File: config.mk
export PLATFORM = sky130hd
export DESIGN_NAME = pixel_scaler_2x_up_down
export DESIGN_NICKNAME = d
export VERILOG_FILES = /design/src/rtl/core/pxs_pkg.sv /design/src/rtl/core/pixel_scaler_2x_up_down.sv /design/src/rtl/core/pxs_line_mem.sv
export SDC_FILE = /design/constraint.sdc
export NUM_CORES = 2
export LEC_CHECK = 0
export BUFFER_PORTS_ARGS = -buffer_cell sky130_fd_sc_hd__clkbuf_2
export CELL_PAD_IN_SITES_DETAIL_PLACEMENT = 0
export CELL_PAD_IN_SITES_GLOBAL_PLACEMENT = 1
export CORE_ASPECT_RATIO = 1.5
export CORE_UTILIZATION = 45
export CTS_BUF_LIST = sky130_fd_sc_hd__clkbuf_16
export DETAILED_ROUTE_END_ITERATION = 12
export GPL_TIMING_DRIVEN = 0
export PLACE_DENSITY = 0.65
export REMOVE_ABC_BUFFERS = 1
export SYNTH_ARGS = -nofsm -noshare
export SYNTH_HDL_FRONTEND = slang
export SYNTH_MEMORY_MAX_BITS = 65536
export SYNTH_SLANG_ARGS = --single-unit
File: constraint.sdc
create_clock -name clk_i -period 23.2 [get_ports clk_i]
set_clock_uncertainty 0.05 [all_clocks]
set_input_delay 1.16 -clock clk_i [delete_from_list [all_inputs] [get_ports clk_i]]
set_output_delay 1.16 -clock clk_i [all_outputs]
set_load 0.02 [all_outputs]
File: src/rtl/core/pxs_pkg.sv
package pxs_pkg;

  // Default image limits, handed to the top level as parameter defaults.
  localparam int MaxColsDef = 1024;
  localparam int MaxRowsDef = 1024;

  // Field widths fixed by the interface.
  localparam int PixelW = 8;
  localparam int CoordW = 11;
  localparam int SizeW  = 11;
  localparam int CfgAddrW = 2;
  localparam int OutDataW = 32;

  // Register reset values.
  localparam logic [SizeW-1:0] SrcColsRst = SizeW'(1024);
  localparam logic [SizeW-1:0] SrcRowsRst = SizeW'(1024);

  typedef enum logic {
    MODE_UP   = 1'b0,
    MODE_DOWN = 1'b1
  } mode_e;

  typedef enum logic [CfgAddrW-1:0] {
    REG_MODE     = 2'd0,
    REG_SRC_COLS = 2'd1,
    REG_SRC_ROWS = 2'd2
  } reg_idx_e;

  // Index of the last of the four replicated results.
  localparam logic [1:0] UpLastIdx = 2'd3;

endpackage

File: src/rtl/core/pixel_scaler_2x_up_down.sv
// Channel     | Direction | Contents
// ------------+-----------+-------------------------------------------------
// s_axis      | in        | tdata[7:0] = pixel, one source pixel per request
// m_axis      | out       | tdata = out_row, out_col, value; tlast = last
// cfg         | in        | cfg_addr_i = register index, cfg_data_i = value
//
// Upscale: the single output register hands out the four replicated target
// pixels of each source pixel one per cycle while m_axis is not stalled.
// Downscale: pixels that complete no 2x2 block make no result.
// Reset clears the position counters, the held pixel and the registers; the
// line store is not cleared and is written before it is read in a normal image.
// A stalled m_axis holds the output register and, through it, the work stage.
module pixel_scaler_2x_up_down #(
  parameter int MAX_COLS = pxs_pkg::MaxColsDef,
  parameter int MAX_ROWS = pxs_pkg::MaxRowsDef
) (
  input  logic                          clk_i,
  input  logic                          rst_ni,
  // configuration write channel
  input  logic                          cfg_valid_i,
  output logic                          cfg_ready_o,
  input  logic [pxs_pkg::CfgAddrW-1:0]  cfg_addr_i,
  input  logic [pxs_pkg::SizeW-1:0]     cfg_data_i,
  // source pixels
  input  logic                          s_axis_tvalid,
  output logic                          s_axis_tready,
  input  logic [pxs_pkg::PixelW-1:0]    s_axis_tdata,   // [7:0] pixel
  // target pixels
  output logic                          m_axis_tvalid,
  input  logic                          m_axis_tready,
  output logic [pxs_pkg::OutDataW-1:0]  m_axis_tdata,   // [10:0] out_row,
                                                        // [21:11] out_col,
                                                        // [29:22] value, rest 0
  output logic                          m_axis_tlast    // last
);

  import pxs_pkg::*;

  localparam int ColW      = (MAX_COLS > 1) ? $clog2(MAX_COLS) : 1;
  localparam int RowW      = (MAX_ROWS > 1) ? $clog2(MAX_ROWS) : 1;
  localparam int BaseW     = (ColW > RowW) ? ColW : RowW;
  // Wide enough for the size registers, the maxima and a counter plus one.
  localparam int CmpW      = ((BaseW > SizeW) ? BaseW : SizeW) + 1;
  localparam int LineDepth = (MAX_COLS + 1) / 2;
  localparam int LineAw    = (LineDepth > 1) ? $clog2(LineDepth) : 1;
  localparam int SumW      = PixelW + 1;
  // Target coordinates are built at this width before truncation to CoordW.
  localparam int TgtW      = ((BaseW > CoordW) ? BaseW : CoordW) + 1;

  // ---------------------------------------------------------------------------
  // Configuration registers. Writes must arrive only while the block is idle;
  // the block itself does not enforce this. The port is always ready.
  // ---------------------------------------------------------------------------
  mode_e            mode_q;
  logic [SizeW-1:0] src_cols_q, src_rows_q;

  assign cfg_ready_o = 1'b1;

  always_ff @(posedge clk_i or negedge rst_ni) begin
    if (!rst_ni) begin
      mode_q     <= MODE_UP;
      src_cols_q <= SrcColsRst;
      src_rows_q <= SrcRowsRst;
    end else if (cfg_valid_i) begin
      case (cfg_addr_i)
        REG_MODE:     mode_q     <= mode_e'(cfg_data_i[0]);
        REG_SRC_COLS: src_cols_q <= cfg_data_i;
        REG_SRC_ROWS: src_rows_q <= cfg_data_i;
        default: ;
      endcase
    end
  end

  // Effective sizes: zero counts as one, anything above the maximum as the
  // maximum.
  logic [CmpW-1:0] cols_eff, rows_eff, cols_ext, rows_ext;

  always_comb begin
    cols_ext = CmpW'(src_cols_q);
    rows_ext = CmpW'(src_rows_q);
    if (cols_ext == '0) begin
      cols_eff = CmpW'(1);
    end else if (cols_ext > CmpW'(MAX_COLS)) begin
      cols_eff = CmpW'(MAX_COLS);
    end else begin
      cols_eff = cols_ext;
    end
    if (rows_ext == '0) begin
      rows_eff = CmpW'(1);
    end else if (rows_ext > CmpW'(MAX_ROWS)) begin
      rows_eff = CmpW'(MAX_ROWS);
    end else begin
      rows_eff = rows_ext;
    end
  end

  // ---------------------------------------------------------------------------
  // Handshake between the stages.
  // ---------------------------------------------------------------------------
  logic       s1_valid_q;
  logic       s1_last;
  logic       s1_adv;
  logic       out_load;
  logic       in_acc;

  assign out_load      = !m_axis_tvalid || m_axis_tready;
  assign s1_adv        = s1_valid_q && out_load;
  assign s_axis_tready = !s1_valid_q || (s1_adv && s1_last);
  assign in_acc        = s_axis_tvalid && s_axis_tready;

  // ---------------------------------------------------------------------------
  // Position tracking and line store bookkeeping, done at the accepting edge.
  // ---------------------------------------------------------------------------
  logic [ColW-1:0]   col_q;
  logic [RowW-1:0]   row_q;
  logic [PixelW-1:0] held_q;
  logic [PixelW-1:0] px;
  logic [SumW-1:0]   pair_sum;
  logic [CmpW-1:0]   col_inc, row_inc;
  logic [LineAw-1:0] slot;
  logic              col_odd, row_odd;
  logic              emit_one;

  assign px       = s_axis_tdata;
  assign col_odd  = col_q[0];
  assign row_odd  = row_q[0];
  assign pair_sum = SumW'(held_q) + SumW'(px);
  assign col_inc  = CmpW'(col_q) + CmpW'(1);
  assign row_inc  = CmpW'(row_q) + CmpW'(1);
  assign slot     = LineAw'(col_q >> 1);
  assign emit_one = (mode_q == MODE_UP) || (row_odd && col_odd);

  always_ff @(posedge clk_i or negedge rst_ni) begin
    if (!rst_ni) begin
      col_q  <= '0;
      row_q  <= '0;
      held_q <= '0;
    end else if (in_acc) begin
      if (!col_odd) begin
        held_q <= px;
      end
      if (col_inc >= cols_eff) begin
        col_q <= '0;
        if (row_inc >= rows_eff) begin
          row_q <= '0;
        end else begin
          row_q <= RowW'(row_inc);
        end
      end else begin
        col_q <= ColW'(col_inc);
      end
    end
  end

  // Even rows write the pair sum of each column pair; odd rows read it back.
  // Both happen on the accepting edge, so the read data stays put while the
  // item sits in the work stage.
  logic [SumW-1:0] line_rdata;

  pxs_line_mem #(
    .Depth (LineDepth),
    .AddrW (LineAw),
    .DataW (SumW)
  ) u_line_mem (
    .clk_i   (clk_i),
    .wr_en_i (in_acc && col_odd && !row_odd),
    .rd_en_i (in_acc && col_odd && row_odd),
    .addr_i  (slot),
    .wdata_i (pair_sum),
    .rdata_o (line_rdata)
  );

  // ---------------------------------------------------------------------------
  // Work stage: holds one accepted item and walks through its results.
  // ---------------------------------------------------------------------------
  mode_e             s1_mode_q;
  logic [CoordW-1:0] s1_row_q, s1_col_q;
  logic [PixelW-1:0] s1_pix_q;
  logic [SumW-1:0]   s1_psum_q;
  logic [1:0]        s1_idx_q;
  logic [TgtW-1:0]   tgt_row, tgt_col;

  always_comb begin
    if (mode_q == MODE_UP) begin
      tgt_row = TgtW'(row_q) << 1;
      tgt_col = TgtW'(col_q) << 1;
    end else begin
      tgt_row = TgtW'(row_q) >> 1;
      tgt_col = TgtW'(col_q) >> 1;
    end
  end

  assign s1_last = (s1_mode_q == MODE_DOWN) || (s1_idx_q == UpLastIdx);

  always_ff @(posedge clk_i or negedge rst_ni) begin
    if (!rst_ni) begin
      s1_valid_q <= 1'b0;
      s1_idx_q   <= '0;
    end else if (in_acc) begin
      s1_valid_q <= emit_one;
      s1_idx_q   <= '0;
    end else if (s1_adv) begin
      s1_valid_q <= !s1_last;
      s1_idx_q   <= s1_idx_q + 2'd1;
    end
  end

  always_ff @(posedge clk_i) begin
    if (in_acc) begin
      s1_mode_q <= mode_q;
      s1_row_q  <= tgt_row[CoordW-1:0];
      s1_col_q  <= tgt_col[CoordW-1:0];
      s1_pix_q  <= px;
      s1_psum_q <= pair_sum;
    end
  end

  // Result for the current index: replicated pixel, or the 2x2 block average.
  logic [CoordW-1:0] res_row, res_col;
  logic [PixelW-1:0] res_val;
  logic [SumW:0]     block_sum;

  assign block_sum = (SumW + 1)'(s1_psum_q) + (SumW + 1)'(line_rdata);

  always_comb begin
    if (s1_mode_q == MODE_UP) begin
      res_row = s1_row_q | CoordW'(s1_idx_q[1]);
      res_col = s1_col_q | CoordW'(s1_idx_q[0]);
      res_val = s1_pix_q;
    end else begin
      res_row = s1_row_q;
      res_col = s1_col_q;
      res_val = block_sum[SumW:2];
    end
  end

  // ---------------------------------------------------------------------------
  // Output register.
  // ---------------------------------------------------------------------------
  logic              out_valid_q;
  logic [CoordW-1:0] out_row_q, out_col_q;
  logic [PixelW-1:0] out_val_q;
  logic              out_last_q;

  always_ff @(posedge clk_i or negedge rst_ni) begin
    if (!rst_ni) begin
      out_valid_q <= 1'b0;
    end else if (out_load) begin
      out_valid_q <= s1_valid_q;
    end
  end

  always_ff @(posedge clk_i) begin
    if (s1_adv) begin
      out_row_q  <= res_row;
      out_col_q  <= res_col;
      out_val_q  <= res_val;
      out_last_q <= s1_last;
    end
  end

  assign m_axis_tvalid = out_valid_q;
  assign m_axis_tdata  = OutDataW'({out_val_q, out_col_q, out_row_q});
  assign m_axis_tlast  = out_last_q;

endmodule

File: src/rtl/core/pxs_line_mem.sv
module pxs_line_mem #(
  parameter int Depth = 512,
  parameter int AddrW = 9,
  parameter int DataW = 9
) (
  input  logic             clk_i,
  input  logic             wr_en_i,
  input  logic             rd_en_i,
  input  logic [AddrW-1:0] addr_i,
  input  logic [DataW-1:0] wdata_i,
  output logic [DataW-1:0] rdata_o
);

  logic [DataW-1:0] mem [Depth];
  logic [DataW-1:0] rdata_q;

  always_ff @(posedge clk_i) begin
    if (wr_en_i) begin
      mem[addr_i] <= wdata_i;
    end
    if (rd_en_i) begin
      rdata_q <= mem[addr_i];
    end
  end

  assign rdata_o = rdata_q;

endmodule
# ---- Word-level counts from Yosys, hierarchy flattened
# Memory sizes are Yosys's and may differ from the RTL's. A register that Yosys moved wholly into a read port is not among the register bits.
# Cells that the tools add are included.
# Widths: inputs -> output; s select.
dict set report totals {
  mem_bits_rw 4608
  mem_count 1
  regBits 126
  word_cells 80
  inputBits 26
  output_inout_bits 36
}
# memory words width rd rd_clocked_by_memory_dff write_ports line_no
set memory_table {}
lappend memory_table {u_line_mem.mem 512 9 1 1 1 pxs_line_mem.sv:14} ;# logic [DataW-1:0] mem [Depth];
dict set report classes {
  n_addsub 5
  eq_ne 3
  reduce_logical 24
  n_bitwise 4
  magnitude_cmp 4
  n_mux 17
}
# operator count
set op_table {}
lappend op_table {{$mux 11} 6}
lappend op_table {{$ge 11x12->1} 2}
lappend op_table {{$add 10x1->11 const B} 2}
lappend op_table {{$gt 11x11->1 const B} 2}
lappend op_table {{$logic_not 11->1} 2}
lappend op_table {{$or 11x1->11} 2}
lappend op_table {{$mux 10} 2}
lappend op_table {{$mux 9} 2}
lappend op_table {{$add 9x9->10} 1}
lappend op_table {{$reduce_and 2->1} 5}
lappend op_table {{$add 8x8->9} 1}
lappend op_table {{$mux 8} 1}
lappend op_table {{$logic_and 1x1->1} 7}
lappend op_table {{$eq 2x2->1 const B} 2}
lappend op_table {{$logic_not 1->1} 4}
lappend op_table {{$logic_or 1x1->1} 4}
lappend op_table {{$mux 1} 4}
lappend op_table {{$mux 2} 2}
lappend op_table {{$add 2x1->2 const B} 1}
lappend op_table {{$eq 2x1->1 const B} 1}
lappend op_table {{$logic_not 2->1} 1}
lappend op_table {{$not 1->1} 2}
lappend op_table {{$reduce_bool 2->1} 1}

# ---- Logic depth before layout (Yosys ltp)
dict set report depth {
  depth_word 10
  mapped_depth 20
  mapped_depth_nobuf 12
}

# ---- Cells and area by module
# A second synthesis with hierarchy kept.
dict set report unflattened {
  cells_unflattened 8971
  hier_area_um2 185036.2
}
# mod area_per_inst_um2 cells_per_inst seq_area_each_um2 n_inst
set modules_own_cells {}
lappend modules_own_cells {pxs_line_mem 178746.4 8466 138643.0 1}
lappend modules_own_cells {pixel_scaler_2x_up_down 6289.8 505 3510.9 1}

# ---- Least setup slack after synthesis
# OpenSTA, ideal clock, no wires.
dict set report synth_path {
  path_kind {input-to-reg}
  from {in s_axis_tdata[0] (netlist bit)}
  to {reg s1_psum_q[6] (data pin)}
  path_slack_ns 3.295
  setup_ns 3.091
  stages 9
  n_path_buf 0
  required_time_ns 20.059
  arrival_ns 16.764
  cell_sequence {ha_1 -> inv_1 -> fa_1 -> nor2b_1 -> o21ai_0 -> a21boi_0 -> o21a_1 -> nor2_1 -> xnor2_1}
}
dict set report synth_between {
  elab_chain_cells 1
}
# element line_no
set synth_lines {}
lappend synth_lines {{start, declared} pixel_scaler_2x_up_down.sv:27} ;# input logic [pxs_pkg::PixelW-1:0] s_axis_tdata,
lappend synth_lines {{$add 8x8->9} pixel_scaler_2x_up_down.sv:127} ;# assign pair_sum = SumW'(held_q) + SumW'(px);
lappend synth_lines {{via pair_sum[6]} pixel_scaler_2x_up_down.sv:118} ;# logic [SumW-1:0] pair_sum;
lappend synth_lines {{end signal, assigned} pixel_scaler_2x_up_down.sv:214} ;# s1_psum_q <= pair_sum;
lappend synth_lines {{end, declared} pixel_scaler_2x_up_down.sv:179} ;# logic [SumW-1:0] s1_psum_q;
# The timed path passes the listed nets, and every way through them passes these cells.
# A chain may end at the register's enable or synchronous reset.

==> reports/qor.csv <==
stage;metric;value;unit
outcome;status;finished, final reports clean;
route;finalWirelength;496000;um
sta;layout_min_cycle_time;7.24;ns
pwr;p_seq_frac;0.441;
job;maxCapViolCount;0;
cts;cts_buffer_depth;4;
grt;antenna_found_initial;25;
layout;register_area;142000;um^2
synth;ys_seq_area_frac;0.771;
floorplan;core.rowCount;287;
critical_path;worst-setup-path-type;reg -> reg;
cts;post_cts_buffers;0;
sta;setup_ws;15.96;ns
floorplan;floorplan.initialDensity;0.452;
sta;hold_viol;0;
sta;relSlewSlack;0.0342;
pwr;power.switching;8.44;mW
critical_path;r2r_start;col_q[2];
grt;grt_start_max_net_pins;165;
placed_design;preCtsSetupSlack;15.91;ns
pwr;p_int;18.6;mW
worst_hold_path;hold_path_class;in -> async;
critical_path;critPathMaxFanout;59;
critical_path;timing.rr.end;u_line_mem.rdata_o[0];
grt;grt_usage;0.240;
placed_design;dp_hpwl;327000;um
grt;grt_pass1_vias;90924;
critical_path;worst_ep_arrival_time;7.84;ns
pwr;ir_drop;0.157;mV
placed_design;placed_cells;13721;
cts;cts-root-buf;clkbuf_16;
cts;cts_buffers;427;
pwr;clkPwrFrac;0.260;
synth;synth.distinct_cells;74;
cts;htreeDepth;5;
route;routed_via_density;6.07;
synth;synth_enable_flop_cells;4688;
pwr;comb_power_share;0.298;
synth;netlist_area;184000;um^2
sta;max_freq;0.138;GHz
critical_path;r2r_slack;15.96;ns
cts;numClockSinks;4743;
critical_path;slowest_stage;dfrtp_4;
synth;synth-seq-cells;4743;
synth;ys.flop_type;edfxtp_1;
layout;fillerInstances;31689;
route;drc_errors;0;
sta;setup_viol;0;
grt;gr-total-overflow;0;
cts;tritoncts;yes;
cts;clk-insertion-delay-late;0.97;ns
critical_path;crit_top_cell;buf_16;
layout;area_delta_synth_final;13.2;%
critical_path;end_kind;flip-flop;
placed_design;io_buffers;58;
sta;tightest_slew;1.45;ns
pwr;power;27.1;mW
floorplan;io_pins;62;
critical_path;max_stage_delay;0.80;ns
layout;nets;8872;
critical_path;worst_r2r_path_depth;13;
cts;cts_resized;0;
grt;grt_pass1_wl;698000;um
floorplan;dieHeight;786;um
floorplan;core_area;408000;um^2
layout;finish.utilization;0.512;
sta;slew_violations;0;
route;wl_per_cell;34.2;um
layout;fin_cells;14511;
route;drt_iter0_drc;9541;
synth;syn_inst;8531;
synth;async_flop_share;0.0116;
layout;multi_input_area;40000;um^2
sta;finalCritPeriodShare;0.312;
sta;fin_setup_tns;0;ns
critical_path;cp-start-kind;flip-flop;
critical_path;cp_num_buf_inv;6;
placed_design;gp_congestion;0.826;
floorplan;dieArea;412000;um^2
synth;postSynthAreaPerCell;21.6;um^2
route;drtAntennaViolNets;0;
layout;drive_above_1_share;0.249;
critical_path;cp_cell_sequence;buf_16, buf_16, buf_16, buf_16, buf_16, buf_16, mux4_2, mux2i_1, o22ai_1, or4_1, nor4_1, nand4_1, or4b_1;
route;via_count;88148;
synth;yosys_warnings;0;
pwr;swShare;0.312;
route;firstDrtPassIters;7;
floorplan;die_w;525;um
pwr;pwr_density_cell;130;nW/um^2
critical_path;crit_family;simple AND/OR/NAND/NOR gates;
critical_path;crit_required;23.80;ns
cts;ctsHoldBuffers;0;
pwr;power.leakage;66.5;nW
cts;clk_pin_slew;0.06;ns
sta;rsz0062_at_grt;no;
-- placed cells by master (no fill, tap or decap), types with 17 or more instances in the layout --
master and instances:
a21oi_1 43, a22o_1 18, a22oi_1 33, a32oi_1 113, buf_12 44, buf_16 101, buf_6 47, buf_8 95
bufinv_16 49, clkbuf_16 436, clkbuf_2 57, clkinv_1 88, clkinv_2 84, dfrtp_1 47, diode_2 20, edfxtp_1 4688
ha_1 40, inv_1 103, mux2_2 56, mux2i_1 295, mux4_2 1197, nand2_1 365, nand3_1 93, nand4_1 28
nor2_1 566, nor3_1 17, o21ai_0 43, o22ai_1 64, xnor2_1 17
-- cell type report --
cell class,count,area share
antenna,20,0.000240
clock buffer,436,0.0523
clock inverter,334,0.0134
inverter,20,0.000444
multi-input combinational,3265,0.192
sequential,4743,0.681
tap,5346,0.0321
timing repair buffer,347,0.0284
-- layer usage --
metal,track usage,share of wire,vias up
met1,0.291,0.36,47717
met2,0.421,0.52,3473
met3,0.0351,0.062,764
met5,0,0.000077,-
met4,0.114,0.052,6
li1,-,-,36188
-- worst register-to-register path: cells and delay by family (launching register included) --
family / cells / cell delay [ns]
and+or+nand+nor: 4 / 2.38
AOI/OAI and AO/OA: 1 / 0.25
DFF: 1 / 0.80
buffers and inverters: 6 / 2.21
muxes: 2 / 1.26
-- stage by stage --
step           hold slack [ns]  instance area (um^2)
6_report                 0.274                209000
5_1_grt                  0.316                209000
4_1_cts                  0.231                209000
3_5_place_dp             0.355                195000
3_3_place_gp             0.359                189000
2_1_floorplan            0.350                182000
-- worst max path at each step --
stage / startpoint / to / slack (ns) / cells past startpoint
4_1_cts: col_q[2] / u_line_mem.rdata_o[0] / 15.89 / 13
5_1_grt: col_q[1] / u_line_mem.rdata_o[3] / 15.86 / 12
6_report: col_q[2] / u_line_mem.rdata_o[0] / 15.96 / 13
2_1_floorplan: col_q[1] / u_line_mem.mem[347][0] / -32.63 / 2
3_5_place_dp: col_q[2] / u_line_mem.rdata_o[0] / 15.91 / 13
3_3_place_gp: col_q[1] / u_line_mem.rdata_o[1] / -98.58 / 7
-- cell families after synthesis --
logic type	Yosys count	share of synthesized area
compound gates	439	0.0176
xor+xnor	27	0.00128
fa+ha+maj	42	0.00289
buf+inv	524	0.0135
flops	4743	0.771
mux	1548	0.166
other cells	2	0.0000407
simple gates	1206	0.0276
-- power groups by stage --
stage,Clock [mW],Combinational (mW),Sequential [mW]
finish,7.05,8.07,11.9
global route,7.42,8.48,11.9
detailed placement,0,8.15,12.1
CTS,7.14,8.16,11.9
global placement,0,9.79,14.9
floorplan,0,9.28,14.6
-- cells in the mapped netlist, types with 8 or more instances --
cell | number | area (um^2)
a21oi_1 | 43 | 215
nor2b_1 | 19 | 119
mux2_2 | 56 | 631
dfrtp_1 | 53 | 1330
buf_4 | 65 | 488
buf_2 | 135 | 676
and2_1 | 9 | 56.3
o21ai_0 | 43 | 215
a32oi_1 | 113 | 990
mux4_2 | 1197 | 27000
a21o_1 | 17 | 128
o2111ai_1 | 10 | 87.6
o22ai_1 | 64 | 400
xnor2_1 | 22 | 193
nor3_1 | 20 | 100
a211oi_1 | 10 | 75.1
a22o_1 | 18 | 158
nand3_1 | 97 | 485
nand2_1 | 377 | 1420
edfxtp_1 | 4688 | 141000
nor2_1 | 573 | 2150
clkbuf_1 | 228 | 856
o31a_1 | 9 | 78.8
a22oi_1 | 33 | 248
buf_6 | 15 | 169
mux2i_1 | 295 | 2950
and3_1 | 13 | 81.3
inv_1 | 16 | 60.1
nand2b_1 | 11 | 68.8
nand4_1 | 28 | 175
a31oi_1 | 12 | 75.1
or3_1 | 8 | 50.1
or4_1 | 8 | 60.1
ha_1 | 41 | 513
a31o_2 | 9 | 78.8
nor4_1 | 16 | 100
buf_1 | 61 | 229
-- flip-flops by register name, indices dropped and copies added (netlist names) --
register / flops
u_line_mem.rdata_o: 9
out_col_q: 11
s1_col_q: 11
src_cols_q: 11
m_axis_tlast: 1
out_val_q: 8
s1_pix_q: 8
src_rows_q: 11
held_q: 8
m_axis_tvalid: 1
s1_idx_q: 2
u_line_mem.mem: 4608
s1_psum_q: 9
mode_q: 1
row_q: 10
col_q: 10
s1_valid_q: 1
s1_row_q: 11
s1_mode_q: 1
out_row_q: 11
(Power assumes the default switching activity.)
